**src/rtl/core/prag_pkg.sv**
```systemverilog
// ============================================================================
// prag_pkg
// Shared types and constants for the pyramid region row address generator.
// ============================================================================
package prag_pkg;

    localparam int unsigned IMG_W    = 13;
    localparam int unsigned REG_W    = 7;
    localparam int unsigned Q_W      = 18;
    localparam int unsigned ADDR_W   = 25;
    localparam int unsigned ROW_W    = 6;
    localparam int unsigned LEVEL_W  = 3;
    localparam int unsigned CFG_IDX_W = 2;

    localparam logic [REG_W-1:0]   MAX_REGION = 7'd64;
    localparam logic [LEVEL_W:0]   MAX_LEVELS = 4'd8;

    localparam logic [IMG_W-1:0] RST_IMAGE_COLS  = 13'd640;
    localparam logic [IMG_W-1:0] RST_IMAGE_ROWS  = 13'd480;
    localparam logic [REG_W-1:0] RST_REGION_COLS = 7'd32;
    localparam logic [REG_W-1:0] RST_WIN_ROWS    = 7'd32;

    localparam logic [CFG_IDX_W-1:0] CFG_IMAGE_COLS  = 2'd0;
    localparam logic [CFG_IDX_W-1:0] CFG_IMAGE_ROWS  = 2'd1;
    localparam logic [CFG_IDX_W-1:0] CFG_REGION_COLS = 2'd2;
    localparam logic [CFG_IDX_W-1:0] CFG_WIN_ROWS    = 2'd3;

    typedef enum logic [3:0] {
        ST_IDLE,
        ST_CHECK,
        ST_BASE,
        ST_PLACE_X,
        ST_PLACE_Y,
        ST_MUL,
        ST_ADD,
        ST_EMIT,
        ST_FAIL
    } state_t;

endpackage

```
**src/rtl/core/prag_place.sv**
```systemverilog
// ============================================================================
// prag_place
// Window placement for one axis: offset of a window centred on floor(centre)
// and pulled back inside the level, plus the centre relative to the window.
// ============================================================================
module prag_place (
    input  logic signed [prag_pkg::Q_W-1:0]   center,
    input  logic        [prag_pkg::REG_W-1:0] size,
    input  logic        [prag_pkg::IMG_W-1:0] dim,
    output logic        [prag_pkg::IMG_W-1:0] offset,
    output logic signed [prag_pkg::Q_W-1:0]   rel_center
);

    logic signed [15:0] c_int;
    logic signed [15:0] half;
    logic signed [15:0] dim_s;
    logic signed [15:0] lo;
    logic signed [15:0] hi;
    logic signed [15:0] off;
    logic signed [19:0] rel;

    assign c_int = {{2{center[17]}}, center[17:4]};
    assign half  = {10'b0, size[6:1]};
    assign dim_s = {3'b0, dim};
    assign lo    = c_int - half;
    assign hi    = c_int + half;

    always_comb
    begin
        priority if (lo < 16'sd0)
        begin
            off = 16'sd0;
        end
        else if (hi > dim_s)
        begin
            off = dim_s - {9'b0, size};
        end
        else
        begin
            off = lo;
        end
    end

    assign offset = off[12:0];
    assign rel    = {{2{center[17]}}, center} - {3'b0, offset, 4'b0};

    always_comb
    begin
        priority if (rel > 20'sd131071)
        begin
            rel_center = 18'sh1FFFF;
        end
        else if (rel < -20'sd131072)
        begin
            rel_center = 18'sh20000;
        end
        else
        begin
            rel_center = rel[17:0];
        end
    end

endmodule

```
**src/rtl/core/pyramid_region_row_address_gen_core.sv**
```systemverilog
// ============================================================================
// pyramid_region_row_address_gen_core
// Region row address generator: one request in, one beat per region row out.
// ============================================================================
// A request (level, Q.4 centre) is taken only while the block is idle. The
// sequencer then runs the checks, one level step per lower level summing the
// level areas through the shared accumulator, window placement (x then y
// through one placement unit), a multiply step and an add step, and then
// emits one beat per window row, one per cycle while out_stall is low. A
// request holds off the input until its last row beat is loaded; a failing
// request passes from the check state to the fail state and gives a single
// beat there.
// Configuration is always ready and must only be written while idle.
module pyramid_region_row_address_gen_core (
    input  logic                                  clk,
    input  logic                                  rst_n,
    input  logic                                  cfg_valid,
    output logic                                  cfg_ready,
    input  logic        [prag_pkg::CFG_IDX_W-1:0] cfg_index,
    input  logic        [prag_pkg::IMG_W-1:0]     cfg_data,
    input  logic                                  in_valid,
    output logic                                  in_stall,
    input  logic        [prag_pkg::LEVEL_W-1:0]   level,
    input  logic signed [prag_pkg::Q_W-1:0]       center_x,
    input  logic signed [prag_pkg::Q_W-1:0]       center_y,
    output logic                                  out_valid,
    input  logic                                  out_stall,
    output logic                                  status,
    output logic        [prag_pkg::ADDR_W-1:0]    row_address,
    output logic        [prag_pkg::ROW_W-1:0]     row_index,
    output logic signed [prag_pkg::Q_W-1:0]       region_center_x,
    output logic signed [prag_pkg::Q_W-1:0]       region_center_y,
    output logic                                  last
);

    typedef enum logic [2:0] {
        ACC_HOLD,
        ACC_CLEAR,
        ACC_MUL,
        ACC_OX,
        ACC_COL
    } acc_sel_t;

    prag_pkg::state_t state_reg, state_next;

    logic [prag_pkg::IMG_W-1:0] image_cols_reg, image_rows_reg;
    logic [prag_pkg::REG_W-1:0] region_cols_reg, win_rows_reg;

    logic [prag_pkg::LEVEL_W-1:0]   level_reg;
    logic [prag_pkg::LEVEL_W-1:0]   lvl_cnt_reg, lvl_cnt_next;
    logic signed [prag_pkg::Q_W-1:0] cx_reg, cy_reg;
    logic [prag_pkg::IMG_W-1:0]     lc_reg, lr_reg;
    logic [2*prag_pkg::IMG_W-1:0]   mul_reg;
    logic [prag_pkg::ADDR_W-1:0]    acc_reg;
    logic [prag_pkg::IMG_W-1:0]     ox_reg, oy_reg;
    logic signed [prag_pkg::Q_W-1:0] rcx_reg, rcy_reg;
    logic [prag_pkg::ROW_W-1:0]     row_cnt_reg;

    logic                           out_valid_reg;
    logic                           status_reg;
    logic [prag_pkg::ADDR_W-1:0]    row_address_reg;
    logic [prag_pkg::ROW_W-1:0]     row_index_reg;
    logic signed [prag_pkg::Q_W-1:0] region_center_x_reg, region_center_y_reg;
    logic                           last_reg;

    logic                           in_accept;
    logic                           out_free;
    logic                           fail;
    logic                           last_row;

    acc_sel_t                       acc_sel;
    logic                           mul_load_area;
    logic                           mul_load_row;
    logic                           mul_shift;
    logic                           place_x_load;
    logic                           place_y_load;
    logic                           row_step;
    logic                           out_load_row;
    logic                           out_load_fail;

    logic [prag_pkg::ADDR_W-1:0]    addend;
    logic [prag_pkg::IMG_W-1:0]     mul_a, mul_b;

    logic signed [prag_pkg::Q_W-1:0] pl_center;
    logic [prag_pkg::REG_W-1:0]      pl_size;
    logic [prag_pkg::IMG_W-1:0]      pl_dim;
    logic [prag_pkg::IMG_W-1:0]      pl_offset;
    logic signed [prag_pkg::Q_W-1:0] pl_rel;

    assign cfg_ready = 1'b1;
    assign in_stall  = (state_reg != prag_pkg::ST_IDLE);
    assign in_accept = in_valid && !in_stall;
    assign out_free  = !out_valid_reg || !out_stall;
    assign last_row  = ({1'b0, row_cnt_reg} + 7'd1) == win_rows_reg;

    assign fail = ({1'b0, level_reg} >= prag_pkg::MAX_LEVELS)
               || ({6'b0, region_cols_reg} > lc_reg)
               || ({6'b0, win_rows_reg} > lr_reg)
               || region_cols_reg[0] || win_rows_reg[0]
               || (region_cols_reg == 7'd0) || (win_rows_reg == 7'd0)
               || (region_cols_reg > prag_pkg::MAX_REGION)
               || (win_rows_reg > prag_pkg::MAX_REGION);

    // configuration
    always_ff @(posedge clk or negedge rst_n)
    begin
        if (!rst_n)
        begin
            image_cols_reg  <= prag_pkg::RST_IMAGE_COLS;
            image_rows_reg  <= prag_pkg::RST_IMAGE_ROWS;
            region_cols_reg <= prag_pkg::RST_REGION_COLS;
            win_rows_reg    <= prag_pkg::RST_WIN_ROWS;
        end
        else if (cfg_valid && cfg_ready)
        begin
            unique case (cfg_index)
                prag_pkg::CFG_IMAGE_COLS:  image_cols_reg  <= cfg_data;
                prag_pkg::CFG_IMAGE_ROWS:  image_rows_reg  <= cfg_data;
                prag_pkg::CFG_REGION_COLS: region_cols_reg <= cfg_data[6:0];
                prag_pkg::CFG_WIN_ROWS:    win_rows_reg    <= cfg_data[6:0];
            endcase
        end
    end

    // next state
    always_comb
    begin
        state_next = state_reg;
        unique case (state_reg)
            prag_pkg::ST_IDLE:
            begin
                if (in_accept)
                begin
                    state_next = prag_pkg::ST_CHECK;
                end
            end
            prag_pkg::ST_CHECK:
            begin
                priority if (fail)
                begin
                    state_next = prag_pkg::ST_FAIL;
                end
                else if (level_reg == 3'd0)
                begin
                    state_next = prag_pkg::ST_PLACE_X;
                end
                else
                begin
                    state_next = prag_pkg::ST_BASE;
                end
            end
            prag_pkg::ST_BASE:
            begin
                if (lvl_cnt_reg == 3'd1)
                begin
                    state_next = prag_pkg::ST_PLACE_X;
                end
            end
            prag_pkg::ST_PLACE_X: state_next = prag_pkg::ST_PLACE_Y;
            prag_pkg::ST_PLACE_Y: state_next = prag_pkg::ST_MUL;
            prag_pkg::ST_MUL:     state_next = prag_pkg::ST_ADD;
            prag_pkg::ST_ADD:     state_next = prag_pkg::ST_EMIT;
            prag_pkg::ST_EMIT:
            begin
                if (out_free && last_row)
                begin
                    state_next = prag_pkg::ST_IDLE;
                end
            end
            prag_pkg::ST_FAIL:
            begin
                if (out_free)
                begin
                    state_next = prag_pkg::ST_IDLE;
                end
            end
            default: state_next = prag_pkg::ST_IDLE;
        endcase
    end

    // sequencer outputs
    always_comb
    begin
        acc_sel       = ACC_HOLD;
        mul_load_area = 1'b0;
        mul_load_row  = 1'b0;
        mul_shift     = 1'b0;
        place_x_load  = 1'b0;
        place_y_load  = 1'b0;
        row_step      = 1'b0;
        out_load_row  = 1'b0;
        out_load_fail = 1'b0;
        unique case (state_reg)
            prag_pkg::ST_IDLE: ;
            prag_pkg::ST_CHECK:
            begin
                acc_sel       = ACC_CLEAR;
                mul_load_area = 1'b1;
            end
            prag_pkg::ST_BASE:
            begin
                acc_sel   = ACC_MUL;
                mul_shift = 1'b1;
            end
            prag_pkg::ST_PLACE_X:
            begin
                place_x_load = 1'b1;
            end
            prag_pkg::ST_PLACE_Y:
            begin
                place_y_load = 1'b1;
                acc_sel      = ACC_OX;
            end
            prag_pkg::ST_MUL:
            begin
                mul_load_row = 1'b1;
            end
            prag_pkg::ST_ADD:
            begin
                acc_sel = ACC_MUL;
            end
            prag_pkg::ST_EMIT:
            begin
                if (out_free)
                begin
                    out_load_row = 1'b1;
                    row_step     = 1'b1;
                    acc_sel      = ACC_COL;
                end
            end
            prag_pkg::ST_FAIL:
            begin
                out_load_fail = out_free;
            end
            default: ;
        endcase
    end

    // shared placement unit
    always_comb
    begin
        if (state_reg == prag_pkg::ST_PLACE_Y)
        begin
            pl_center = cy_reg;
            pl_size   = win_rows_reg;
            pl_dim    = lr_reg;
        end
        else
        begin
            pl_center = cx_reg;
            pl_size   = region_cols_reg;
            pl_dim    = lc_reg;
        end
    end

    prag_place u_place (
        .center     (pl_center),
        .size       (pl_size),
        .dim        (pl_dim),
        .offset     (pl_offset),
        .rel_center (pl_rel)
    );

    // shared multiplier and accumulator operands
    assign mul_a = mul_load_row ? oy_reg : image_cols_reg;
    assign mul_b = mul_load_row ? lc_reg : image_rows_reg;

    always_comb
    begin
        unique case (acc_sel)
            ACC_MUL: addend = mul_reg[prag_pkg::ADDR_W-1:0];
            ACC_OX:  addend = {12'b0, ox_reg};
            ACC_COL: addend = {12'b0, lc_reg};
            default: addend = '0;
        endcase
    end

    assign lvl_cnt_next = lvl_cnt_reg - 3'd1;

    always_ff @(posedge clk or negedge rst_n)
    begin
        if (!rst_n)
        begin
            state_reg     <= prag_pkg::ST_IDLE;
            out_valid_reg <= 1'b0;
        end
        else
        begin
            state_reg <= state_next;
            if (out_load_row || out_load_fail)
            begin
                out_valid_reg <= 1'b1;
            end
            else if (!out_stall)
            begin
                out_valid_reg <= 1'b0;
            end
        end
    end

    always_ff @(posedge clk)
    begin
        if (in_accept)
        begin
            level_reg   <= level;
            lvl_cnt_reg <= level;
            cx_reg      <= center_x;
            cy_reg      <= center_y;
            lc_reg      <= image_cols_reg >> level;
            lr_reg      <= image_rows_reg >> level;
            row_cnt_reg <= '0;
        end
        else if (row_step)
        begin
            row_cnt_reg <= row_cnt_reg + 6'd1;
        end
        if (mul_shift)
        begin
            lvl_cnt_reg <= lvl_cnt_next;
        end

        if (mul_load_area || mul_load_row)
        begin
            mul_reg <= mul_a * mul_b;
        end
        else if (mul_shift)
        begin
            mul_reg <= mul_reg >> 2;
        end

        if (acc_sel == ACC_CLEAR)
        begin
            acc_reg <= '0;
        end
        else if (acc_sel != ACC_HOLD)
        begin
            acc_reg <= acc_reg + addend;
        end

        if (place_x_load)
        begin
            ox_reg  <= pl_offset;
            rcx_reg <= pl_rel;
        end
        if (place_y_load)
        begin
            oy_reg  <= pl_offset;
            rcy_reg <= pl_rel;
        end

        if (out_load_row)
        begin
            status_reg          <= 1'b0;
            row_address_reg     <= acc_reg;
            row_index_reg       <= row_cnt_reg;
            region_center_x_reg <= rcx_reg;
            region_center_y_reg <= rcy_reg;
            last_reg            <= last_row;
        end
        else if (out_load_fail)
        begin
            status_reg          <= 1'b1;
            row_address_reg     <= '0;
            row_index_reg       <= '0;
            region_center_x_reg <= '0;
            region_center_y_reg <= '0;
            last_reg            <= 1'b1;
        end
    end

    assign out_valid       = out_valid_reg;
    assign status          = status_reg;
    assign row_address     = row_address_reg;
    assign row_index       = row_index_reg;
    assign region_center_x = region_center_x_reg;
    assign region_center_y = region_center_y_reg;
    assign last            = last_reg;

`ifndef ASSERT_OFF
    a_fail_beat: assert property (@(posedge clk) disable iff (!rst_n)
        (out_valid_reg && status_reg) |-> (last_reg && row_address_reg == '0
            && row_index_reg == '0))
        else $error("failure beat not terminal or not cleared");

    a_last_flag: assert property (@(posedge clk) disable iff (!rst_n)
        (out_valid_reg && !status_reg)
            |-> (last_reg == (({1'b0, row_index_reg} + 7'd1) == win_rows_reg)))
        else $error("last flag does not match row index");

    a_window_x: assert property (@(posedge clk) disable iff (!rst_n)
        (state_reg == prag_pkg::ST_EMIT)
            |-> (({1'b0, ox_reg} + {7'b0, region_cols_reg}) <= {1'b0, lc_reg}))
        else $error("window x outside level");

    a_window_y: assert property (@(posedge clk) disable iff (!rst_n)
        (state_reg == prag_pkg::ST_EMIT)
            |-> (({1'b0, oy_reg} + {7'b0, win_rows_reg}) <= {1'b0, lr_reg}))
        else $error("window y outside level");

    a_leave_idle: assert property (@(posedge clk) disable iff (!rst_n)
        in_accept |=> (state_reg == prag_pkg::ST_CHECK))
        else $error("accepted beat not started");
`endif

endmodule

```
**config.mk**
```make
export PLATFORM = sky130hd
export DESIGN_NAME = pyramid_region_row_address_gen_core
export DESIGN_NICKNAME = d
export VERILOG_FILES = /design/src/rtl/core/prag_pkg.sv /design/src/rtl/core/prag_place.sv /design/src/rtl/core/pyramid_region_row_address_gen_core.sv
export SDC_FILE = /design/constraint.sdc
export NUM_CORES = 1
export LEC_CHECK = 0
export BUFFER_PORTS_ARGS = -buffer_cell sky130_fd_sc_hd__buf_2
export CAP_MARGIN = 15
export CORE_MARGIN = 2
export CORE_UTILIZATION = 30
export CTS_BUF_LIST = sky130_fd_sc_hd__clkbuf_16
export CTS_CLUSTER_SIZE = 28
export DETAILED_ROUTE_END_ITERATION = 7
export PLACE_DENSITY = 0.45
export RECOVER_POWER = 25
export SETUP_SLACK_MARGIN = 0.4
export SYNTH_ARGS = -nofsm -noshare
export SYNTH_HDL_FRONTEND = slang
export SYNTH_HIERARCHICAL = 1
export SYNTH_SLANG_ARGS = --single-unit
export TNS_END_PERCENT = 30
```
**constraint.sdc**
```tcl
create_clock -name clk -period 12.4 [get_ports clk]
set_input_delay 3.72 -clock clk [delete_from_list [all_inputs] [get_ports clk]]
set_output_delay 3.72 -clock clk [all_outputs]
set_load 0.05 [all_outputs]
```
==> results of run 1 <==
layout make-up:
type,count,area [µm²],area share
Timing Repair Buffer,155,823,0.0323
Tap cell,969,1210,0.0476
Inverter,240,901,0.0354
Multi-Input combinational cell,1547,12700,0.500
Clock buffer,39,976,0.0383
Clock inverter,28,315,0.0124
Sequential cell,301,8500,0.334
logic make-up (layout without fill, tap and decap cells):
logic type | after synthesis | after routing | share of synthesized area
other cells | 1 | 1 | 0.000167
flops | 301 | 301 | 0.379
compound gates | 372 | 372 | 0.112
xor+xnor | 78 | 78 | 0.0304
mux | 173 | 173 | 0.0842
fa+ha+maj | 283 | 283 | 0.200
buf+inv | 312 | 462 | 0.0558
simple gates | 640 | 640 | 0.139
critical path, cell delays in order, from the launching register on:
cell and delay [ns]:
dfrtp_1 0.50, nand2b_1 0.26, nor3_1 0.22, clkbuf_1 1.37, mux2_1 0.52, ha_1 0.46, nand2b_1 0.18, nand2_1 0.09
o21ai_2 0.35, nand4_1 0.18, xnor2_1 0.17, ha_1 0.30, nand4_1 0.14, nor2_1 0.08, a22oi_1 0.42, o211ai_4 0.25
a21boi_1 0.20, a211oi_1 0.11, ha_1 0.25, fa_1 0.40, and2b_1 0.23, o31a_2 0.18, o2111ai_1 0.17, a31oi_1 0.87
nand2_1 0.31, a211oi_1 0.39
layer usage:
layer,track usage,up-vias,part of all wire
met5,0,-,0.00034
met4,0.0462,4,0.025
met3,0.0295,90,0.056
met2,0.266,403,0.44
met1,0.240,7868,0.48
li1,-,7765,-
path summary, 6_finish.rpt:
path | from | slack (ns) | end
setup / recovery | state_reg[3] | 3.55 | rcx_reg[5]
hold / removal | acc_reg[4] | 0.48 | acc_reg[4]
setup reg to reg | state_reg[3] | 3.55 | rcx_reg[5]
hold reg to reg | acc_reg[4] | 0.48 | acc_reg[4]
max in group asynchronous | rst_n | 6.70 | image_cols_reg[4]
min in group asynchronous | rst_n | 4.12 | image_rows_reg[1]
layout by cell type, fill, tap and decap left out, types with 20 or more instances in the layout:
cell         n
buf_4       20
mux2i_1     59
nand2b_1    21
buf_2      127
fa_1       126
nor3_1      39
a21oi_1     88
edfxtp_1   224
dfrtp_1     37
dfxtp_1     32
mux2_2      88
a21o_1      27
clkbuf_16   39
nand3_1     23
mux2_1      22
o21ai_1     21
o21a_1      25
o21ai_0     71
nand2_1    191
and2_1      83
xor2_1      33
a211oi_1    30
nor2_1     182
xnor2_1     45
inv_1      247
ha_1       157
per-stage QoR:
stage                     setup slack [ns]   util  hold WS, ns  area [µm²]  cells
after floorplan                       2.97      -        0.445       22400   2160
after global placement                4.28  0.326        0.468       24200   3211
after detailed placement              4.02  0.326        0.476       24200   3212
after CTS                             4.05  0.343        0.486       25500   3279
after global routing                  2.86  0.343        0.495       25500   3279
final                                 3.55  0.343        0.480       25500   3279
==> qor_table.md, run 1 <==
| Item | This run |
|---|---|
| Top-area cell type share of the netlist area | 0.300 |
| CTS tree | done |
| Total I/O pin count | 131 |
| Startpoint type of the worst setup path | flop |
| Clock sink count | 301 |
| Number of port buffers | 129 |
| Ratio of routed vias to standard cells | 4.92 |
| TritonCTS buffer count | 38 |
| DRT Wirelength | 65.4 mm |
| Antenna diode count | 0 |
| Worst min-delay path category | flop to flop |
| Floorplan die area | 0.0770 mm² |
| Result of the run | finished, violations left |
| Leading cell types by total area after synthesis | edfxtp_1 30%, fa_1 11%, ha_1 8.8%, mux2_2 4.4%, dfrtp_1 4.1% |
| Number of fill cells in the layout | 7559 |
| H-tree lvl count | 2 |
| Clock latency on the worst-skew pair | 0.58 ns |
| Number of antenna violations at the first check in global routing | 2 |
| Final setup violating endpoints | 0 |
| Post-synth EDFFs | 224 |
| First-pass iteration count of the detailed router | 8 |
| Most common cell in the netlist | inv_1 |
| Final Wtd Congestion | 0.884 |
| Crit path DAT | 9.23 ns |
| Final HPWL DP | 51.0 mm |
| Max Fanout on Critical Path | 30 |
| Number of global-route vias before repair | 16457 |
| Signed area change from the synthesized netlist to the final layout | 13.4% |
| Gate Count Post-Synth | 2160 |
| Clock slew at reported path FFs | 0.06 ns |
| Starting utilization of the core area | 0.302 |
| Final #Nets | 2625 |
| Leftover overflow at the end of global routing | 0 |
| Total DRC errors in the routed layout | 0 |
| Cell Area, Synth | 0.0224 mm² |
| Placeable core area | 0.0743 mm² |
| Post-Synthesis Mean Instance Area | 10.4 µm² |
| Fraction of registers with async set or reset after synthesis | 0.150 |
| Violated checks | capacitance limit, slew limit |
| Setup repair after global routing missed its margin | false |
| Number of flip-flops under the largest register name | 26 |
| Resized cells post-CTS | 0 |
| Kind of capture point of the worst setup path | flop |
| Die extent in y | 278 µm |
| Maximum clock insertion buffer count | 3 |
| Antenna viol nets, final | 0 |
| Cell taking the most area after synthesis | edfxtp_1 |
| Pin count of the biggest net entering global routing | 85 |
| Final count of hold timing violations | 0 |
| Worst setup skew after layout | 0.0436 ns |
| Hold-fix buffers, CTS | 0 |
| Average detailed-routed wire length per instance | 19.9 µm |
| Post-synthesis net count | 2502 |
| Number of placement rows | 100 |
| Number of buffers inserted to repair setup after CTS | 0 |
| First-pass GRT wire length | 101 mm |
| Final slew viol count | 152 |
| Overall die width | 278 µm |
| Global-route usage over all layers | 0.169 |
| Worst hold path cell count | 2 |
| Root buffer selected by CTS | clkbuf_16 |
| Post-synth cell types | 94 |
| Crit share post-route | 0.714 |
| Drt initial violations | 1142 |
| Required time of the critical path | 12.78 ns |
| Number of warning messages in the yosys log | 6 |
| Accumulated negative setup slack | 0 ns |
| Maximum clock frequency | 0.113 GHz |
| Most frequently used flop master after synthesis | edfxtp_1 |
| Worst-margin pin slew | 2.75 ns |
| Minimum period implied by the final worst setup slack | 8.85 ns |
| Via count of the routed design | 16130 |
| Most common library cells after synthesis | 239 x inv_1, 224 x edfxtp_1, 191 x nand2_1 |
| Share of layout cells above drive strength 1 | 0.151 |
| Sequential area share after synthesis | 0.379 |
| Critical path class | flop to flop |
| FF+latch count, synth | 301 |
| Relative slew slack | -0.832 |
| Reported max-cap violation count | 4 |
| Register-to-Register Path Depth | 25 |
Power of run 1 is not shown: default switching activity piles up to over one toggle a cycle in this logic, so the estimate is an artifact.
==> inputs of run 2 (changes only) <==
--- a/config.mk
+++ b/config.mk
@@ -12,7 +12,7 @@
 export CTS_BUF_LIST = sky130_fd_sc_hd__clkbuf_16
 export CTS_CLUSTER_SIZE = 28
 export DETAILED_ROUTE_END_ITERATION = 7
-export PLACE_DENSITY = 0.45
+export PLACE_DENSITY = 0.47
 export RECOVER_POWER = 25
 export SETUP_SLACK_MARGIN = 0.4
 export SYNTH_ARGS = -nofsm -noshare
==> constraint.sdc (replaced) <==
create_clock -name clk -period 7.7 [get_ports clk]
set_input_delay 2.31 -clock clk [delete_from_list [all_inputs] [get_ports clk]]
set_output_delay 2.31 -clock clk [all_outputs]
set_load 0.05 [all_outputs]
==> qor_table.md, run 2 (synthesized netlist as in run 1, its figures left out) <==
| Item | This run |
|---|---|
| Result of the run | finished, violations left |
| Violated checks | capacitance limit, slew limit |
| Total DRC errors in the routed layout | 0 |
| Crit share post-route | 0.929 |
| Final hold slack | 0.475 ns |
| Root buffer selected by CTS | clkbuf_16 |
| H-tree lvl count | 2 |
| Clock latency on the worst-skew pair | 0.60 ns |
| Worst setup skew after layout | 0.0385 ns |
| Highest-count cells in the layout ignoring fill and taps | 249 x inv_1, 224 x edfxtp_1, 190 x nand2_1 |
| Post-route cell area | 0.0259 mm² |
| Ratio of routed vias to standard cells | 4.91 |
| Share of layout cells above drive strength 1 | 0.172 |
| Max Fanout on Critical Path | 23 |
| Placeable core area | 0.0743 mm² |
| First-pass iteration count of the detailed router | 5 |
| Relative slew slack | -0.787 |
| Maximum clock frequency | 0.140 GHz |
| CTS tree | done |
| Reported max-cap violation count | 4 |
| Clock slew at reported path FFs | 0.06 ns |
| Filler-free cell count of the finished design | 3314 |
| Number of placement rows | 100 |
| Clock sink count | 301 |
| Cell chain of the critical path | nand2b_2 > nor3_4 > buf_8 > clkbuf_1 > mux2_2 > nand3_1 > xnor2_1 > ha_1 > a21oi_2 > o211ai_1 > a211o_2 > o211a_4 > nor2_8 > a211oi_1 > ha_1 > fa_1 > and2b_1 > o31a_2 > o2111ai_2 > a31oi_4 > buf_4 > o211ai_1 > a211oi_1 |
| Setup repair after global routing missed its margin | true |
| Worst-margin pin slew | 2.68 ns |
| Overall die width | 278 µm |
| Highest-delay cell along the critical path | clkbuf_1 |
| Crit-path max cell delay | 1.04 ns |
| Global-route usage over all layers | 0.173 |
| Worst min-delay path category | flop to flop |
| Die extent in y | 278 µm |
| TritonCTS buffer count | 37 |
| Signed area change from the synthesized netlist to the final layout | 15.2% |
| Via count of the routed design | 16262 |
| First-pass GRT wire length | 103 mm |
| Leftover overflow at the end of global routing | 0 |
| Startpoint type of the worst setup path | flop |
| Number of cells in the design after placement | 3238 |
| Final slew viol count | 150 |
| Average detailed-routed wire length per instance | 20.2 µm |
| Accumulated negative setup slack | 0 ns |
| Number of global-route vias before repair | 16691 |
| Minimum period implied by the final worst setup slack | 7.16 ns |
| Drt initial violations | 1109 |
| Kind of capture point of the worst setup path | flop |
| Number of antenna violations at the first check in global routing | 1 |
| Total I/O pin count | 131 |
| Antenna viol nets, final | 0 |
| Starting utilization of the core area | 0.302 |
| Pin count of the biggest net entering global routing | 83 |
| Floorplan die area | 0.0770 mm² |
| Crit path DAT | 7.53 ns |
| Number of flip-flops under the largest register name | 26 |
| DRT Wirelength | 67.0 mm |
| Most common library cell in the layout ignoring fill and taps | inv_1 |
| Final count of hold timing violations | 0 |
| Final setup violating endpoints | 0 |
| Final Wtd Congestion | 0.883 |
| Number of port buffers | 129 |
| Final HPWL DP | 52.4 mm |
| Critical path class | flop to flop |
| Maximum clock insertion buffer count | 3 |
| Post-DP Area | 0.0244 mm² |
| Number of fill cells in the layout | 7595 |
| Final #Nets | 2658 |
| Required time of the critical path | 8.07 ns |
## run 2: worst paths after layout
path                                   start                end  slack (ns)  depth (start not counted)
worst max-delay path            state_reg[3]        rcx_reg[10]        0.54                         23
worst min-delay path              acc_reg[6]         acc_reg[6]        0.47                          2
worst max register to register  state_reg[3]        rcx_reg[10]        0.54                         23
max in group asynchronous              rst_n       state_reg[3]        3.27                          2
min in group asynchronous              rst_n  image_rows_reg[0]        2.67                          2
worst min register to register    acc_reg[6]         acc_reg[6]        0.47                          2
## run 2: worst max-delay path, delay by kind of cell, from the launching register on
kind	cells	cell delay [ns]
compound gates	10	2.17
xor+xnor	1	0.15
fa+ha+maj	3	1.01
buf+inv	3	1.46
flops	1	0.48
mux	1	0.58
simple gates	5	1.10
## run 2: layout make-up
cell class | instances | area (µm²) | share of cell area
multi-input combinational | 1548 | 12900 | 0.497
sequential | 301 | 8510 | 0.329
tap | 969 | 1210 | 0.0469
timing repair buffer | 188 | 1110 | 0.0428
clock buffer | 37 | 926 | 0.0358
inverter | 240 | 901 | 0.0348
clock inverter | 30 | 354 | 0.0137
antenna | 1 | 2.50 | 0.0000967
## run 2: per-layer routing
metal  wire length, µm  global-route usage  vias up
li1                  -                   -     7824
met2             29600               0.269      426
met3              3590              0.0280       78
met1             32000               0.248     7934
met4              1750              0.0484        0
met5                 0                   0        -
## run 2: metrics by stage
step | worst slack (ns) | utilization
6_report | 0.545 | 0.348
5_1_grt | 0.189 | 0.348
4_1_cts | 0.453 | 0.346
3_5_place_dp | -0.279 | 0.328
3_3_place_gp | -0.0842 | 0.328
2_1_floorplan | 0.980 | -
## run 2: what timing repair did
action	CTS	global route
hold buffers	0	0
gates cloned	0	1
resized for setup	8	23
endpoints found under the hold margin	0	0
endpoints found under the setup margin	34	43
buffers inserted	1	5
pin swaps	1	3
Power of run 2 is left out for the same reason.
==> inputs of run 3 (changes only) <==
--- a/config.mk
+++ b/config.mk
@@ -5,6 +5,7 @@
 export SDC_FILE = /design/constraint.sdc
 export NUM_CORES = 1
 export LEC_CHECK = 0
+export ABC_CLOCK_PERIOD_IN_PS = 7700
 export BUFFER_PORTS_ARGS = -buffer_cell sky130_fd_sc_hd__buf_2
 export CAP_MARGIN = 15
 export CORE_MARGIN = 2
@@ -17,6 +18,5 @@
 export SETUP_SLACK_MARGIN = 0.4
 export SYNTH_ARGS = -nofsm -noshare
 export SYNTH_HDL_FRONTEND = slang
-export SYNTH_HIERARCHICAL = 1
 export SYNTH_SLANG_ARGS = --single-unit
 export TNS_END_PERCENT = 30
==> qor_table.md, run 3 <==
| Item | This run |
|---|---|
| Largest family of logic cells by synthesized area | adder cells |
| Critical path class | flop to flop |
| Number of antenna violations at the first check in global routing | 4 |
| Highest-count cells in the layout ignoring fill and taps | 280 x nand2_1, 224 x edfxtp_1, 216 x inv_1 |
| Most common library cells after synthesis | 285 x nand2_1, 224 x edfxtp_1, 211 x inv_1 |
| Via count of the routed design | 16409 |
| Pin count of the biggest net entering global routing | 73 |
| Average detailed-routed wire length per instance | 19.3 µm |
| Gate Count Post-Synth | 2197 |
| Worst min-delay path category | flop to flop |
| Crit path DAT | 7.36 ns |
| Adder-Cell Fraction of Synth Area | 0.203 |
| Global-route usage over all layers | 0.169 |
| Number of warning messages in the yosys log | 0 |
| Simple logic cell fraction of the synthesized area | 0.160 |
| Drt initial violations | 1040 |
| Relative slew slack | -0.794 |
| Final #Nets | 2673 |
| Startpoint type of the worst setup path | flop |
| Post-synth cell types | 73 |
| Sequential area share after synthesis | 0.384 |
| Number of placement rows | 99 |
| Overall die width | 276 µm |
| Filler-free cell count of the finished design | 3320 |
| Number of flip-flops under the largest register name | 26 |
| Number of cells in the design after placement | 3236 |
| Accumulated negative setup slack | 0 ns |
| First-pass iteration count of the detailed router | 7 |
| Leading cell types by total area after synthesis | edfxtp_1 30%, fa_1 11%, ha_1 8.9%, nand2_1 4.8%, dfrtp_1 4.2% |
| Fraction of synthesized area in multiplexers | 0.0718 |
| Most common library cell in the layout ignoring fill and taps | nand2_1 |
| Number of port buffers | 129 |
| Die extent in y | 276 µm |
| Cell Area, Synth | 0.0221 mm² |
| Floorplan die area | 0.0760 mm² |
| Ratio of routed vias to standard cells | 4.94 |
| Post-Synthesis Mean Instance Area | 10.1 µm² |
| Reported max-cap violation count | 2 |
| Cell taking the most area after synthesis | edfxtp_1 |
| Combined buffer and inverter count along the critical path | 3 |
| Clock sink count | 301 |
| Max Fanout on Critical Path | 10 |
| Final HPWL DP | 49.4 mm |
| Worst reg2reg startpoint | state_reg[1] |
| Share of layout cells above drive strength 1 | 0.165 |
| Xor/xnor cell area share of the yosys netlist | 0.0328 |
| Worst setup skew after layout | 0.0180 ns |
| Most frequently used flop master after synthesis | edfxtp_1 |
| Required time of the critical path | 8.01 ns |
| FF+latch count, synth | 301 |
| Number of fill cells in the layout | 7341 |
| Post-synthesis net count | 2538 |
| Hold-fix buffers, CTS | 0 |
| Clock latency on the worst-skew pair | 0.57 ns |
| Placeable core area | 0.0730 mm² |
| Antenna viol nets, final | 0 |
| Maximum clock frequency | 0.142 GHz |
| Antenna diode count | 0 |
| Total I/O pin count | 131 |
| DRT Wirelength | 64.1 mm |
| Top-area cell type share of the netlist area | 0.304 |
| First-pass GRT wire length | 99.0 mm |
| Minimum period implied by the final worst setup slack | 7.05 ns |
| Worst setup path startpoint | state_reg[1] |
| Compound-gate portion of the synthesized area | 0.0945 |
| Most common cell in the netlist | nand2_1 |
| Setup repair after global routing missed its margin | false |
| Number of global-route vias before repair | 16669 |
| Total DRC errors in the routed layout | 0 |
| Final slew viol count | 90 |
| Fraction of registers with async set or reset after synthesis | 0.150 |
| Starting utilization of the core area | 0.303 |
| Leftover overflow at the end of global routing | 0 |
| Violated checks | capacitance limit, slew limit |
| Signed area change from the synthesized netlist to the final layout | 15.8% |
| CTS tree | done |
| Result of the run | finished, violations left |
| Crit-path max cell delay | 0.62 ns |
| Final setup violating endpoints | 0 |
| Kind of capture point of the worst setup path | flop |
| TritonCTS buffer count | 37 |
| Final Wtd Congestion | 0.885 |
| Top delay family on crit path | compound AO/OA/AOI/OAI gates |
| Worst-margin pin slew | 2.69 ns |
| Clock slew at reported path FFs | 0.06 ns |
| H-tree lvl count | 2 |
| Final count of hold timing violations | 0 |
| Origin of the worst min-delay path | acc_reg[8] |
| Maximum clock insertion buffer count | 3 |
| Highest-delay cell along the critical path | or4b_1 |
| Root buffer selected by CTS | clkbuf_16 |
| Post-synth EDFFs | 224 |
| Post-layout utilization of the core | 0.352 |
| Crit share post-route | 0.916 |
## run 3: cell types whose count changed after synthesis, moves of 14 or more
| cell | previous run | this run |
|---|---|---|
| a211oi_1 | 30 | 13 |
| and2_1 | 83 | 42 |
| and3_1 | 7 | 80 |
| clkbuf_1 | 40 | 71 |
| inv_1 | 239 | 211 |
| mux2_1 | 22 | 3 |
| mux2_2 | 88 | 74 |
| nand2_1 | 191 | 285 |
| nor2_1 | 184 | 152 |
| o21a_1 | 25 | 10 |
| o21ai_0 | 71 | 109 |
| o21ai_1 | 21 | 0 |
## run 3: worst paths after layout
path | to | slack (ns) | cells past startpoint
max in group asynchronous | image_rows_reg[1] | 3.48 | 2
setup reg to reg | rcy_reg[6] | 0.65 | 30
setup / recovery | rcy_reg[6] | 0.65 | 30
min in group asynchronous | image_cols_reg[10] | 2.69 | 2
hold / removal | acc_reg[8] | 0.48 | 2
hold reg to reg | acc_reg[8] | 0.48 | 2
## run 3: cells by family (layout without fill, tap and decap cells)
| group | Yosys count | count (layout) |
|---|---|---|
| adders and majority gates | 284 | 284 |
| AOI/OAI and AO/OA | 332 | 334 |
| and+or+nand+nor | 745 | 746 |
| buffers and inverters | 304 | 465 |
| DFF | 301 | 301 |
| other | 1 | 1 |
| muxes | 147 | 147 |
| xor gates and xnor gates | 83 | 83 |
## run 3: worst reg2reg max path: cells and delay by family, from the launching register on
kind	cells	cell delay, ns
compound gates	12	2.53
xor+xnor	1	0.15
fa+ha+maj	4	1.24
buf+inv	3	0.47
flops	1	0.37
simple gates	10	2.02
## run 3: repair_timing
item | CTS | global route
pin swaps | 10 | 25
setup buffers | 3 | 7
resized for setup | 15 | 47
gates cloned | 3 | 2
endpoints found under the setup margin | 36 | 37
## run 3: per-stage QoR
stage | hold slack (ns) | cell area, µm² | worst slack [ns]
3_3_place_gp | 0.469 | 24000 | 0.287
6_report | 0.479 | 25600 | 0.650
5_1_grt | 0.521 | 25600 | 0.265
3_5_place_dp | 0.478 | 24100 | 0.184
4_1_cts | 0.487 | 25400 | 0.418
2_1_floorplan | 0.445 | 22300 | 0.407
## run 3: layout make-up
| cell class | count | area [µm²] | share of cell area |
|---|---|---|---|
| tap | 959 | 1200 | 0.0468 |
| sequential | 301 | 8500 | 0.332 |
| clock buffer | 39 | 976 | 0.0381 |
| clock inverter | 29 | 220 | 0.00859 |
| multi-input combinational | 1595 | 12800 | 0.500 |
| inverter | 212 | 808 | 0.0315 |
| timing repair buffer | 185 | 1120 | 0.0436 |
## run 3: per-layer routing
| layer | share of wire | track usage | vias up |
|---|---|---|---|
| met5 | 0.00030 | 0 | - |
| met4 | 0.019 | 0.0400 | 4 |
| met3 | 0.069 | 0.0394 | 78 |
| met2 | 0.44 | 0.265 | 415 |
| met1 | 0.47 | 0.236 | 8016 |
| li1 | - | - | 7896 |
Power of run 3 is left out for the same reason.
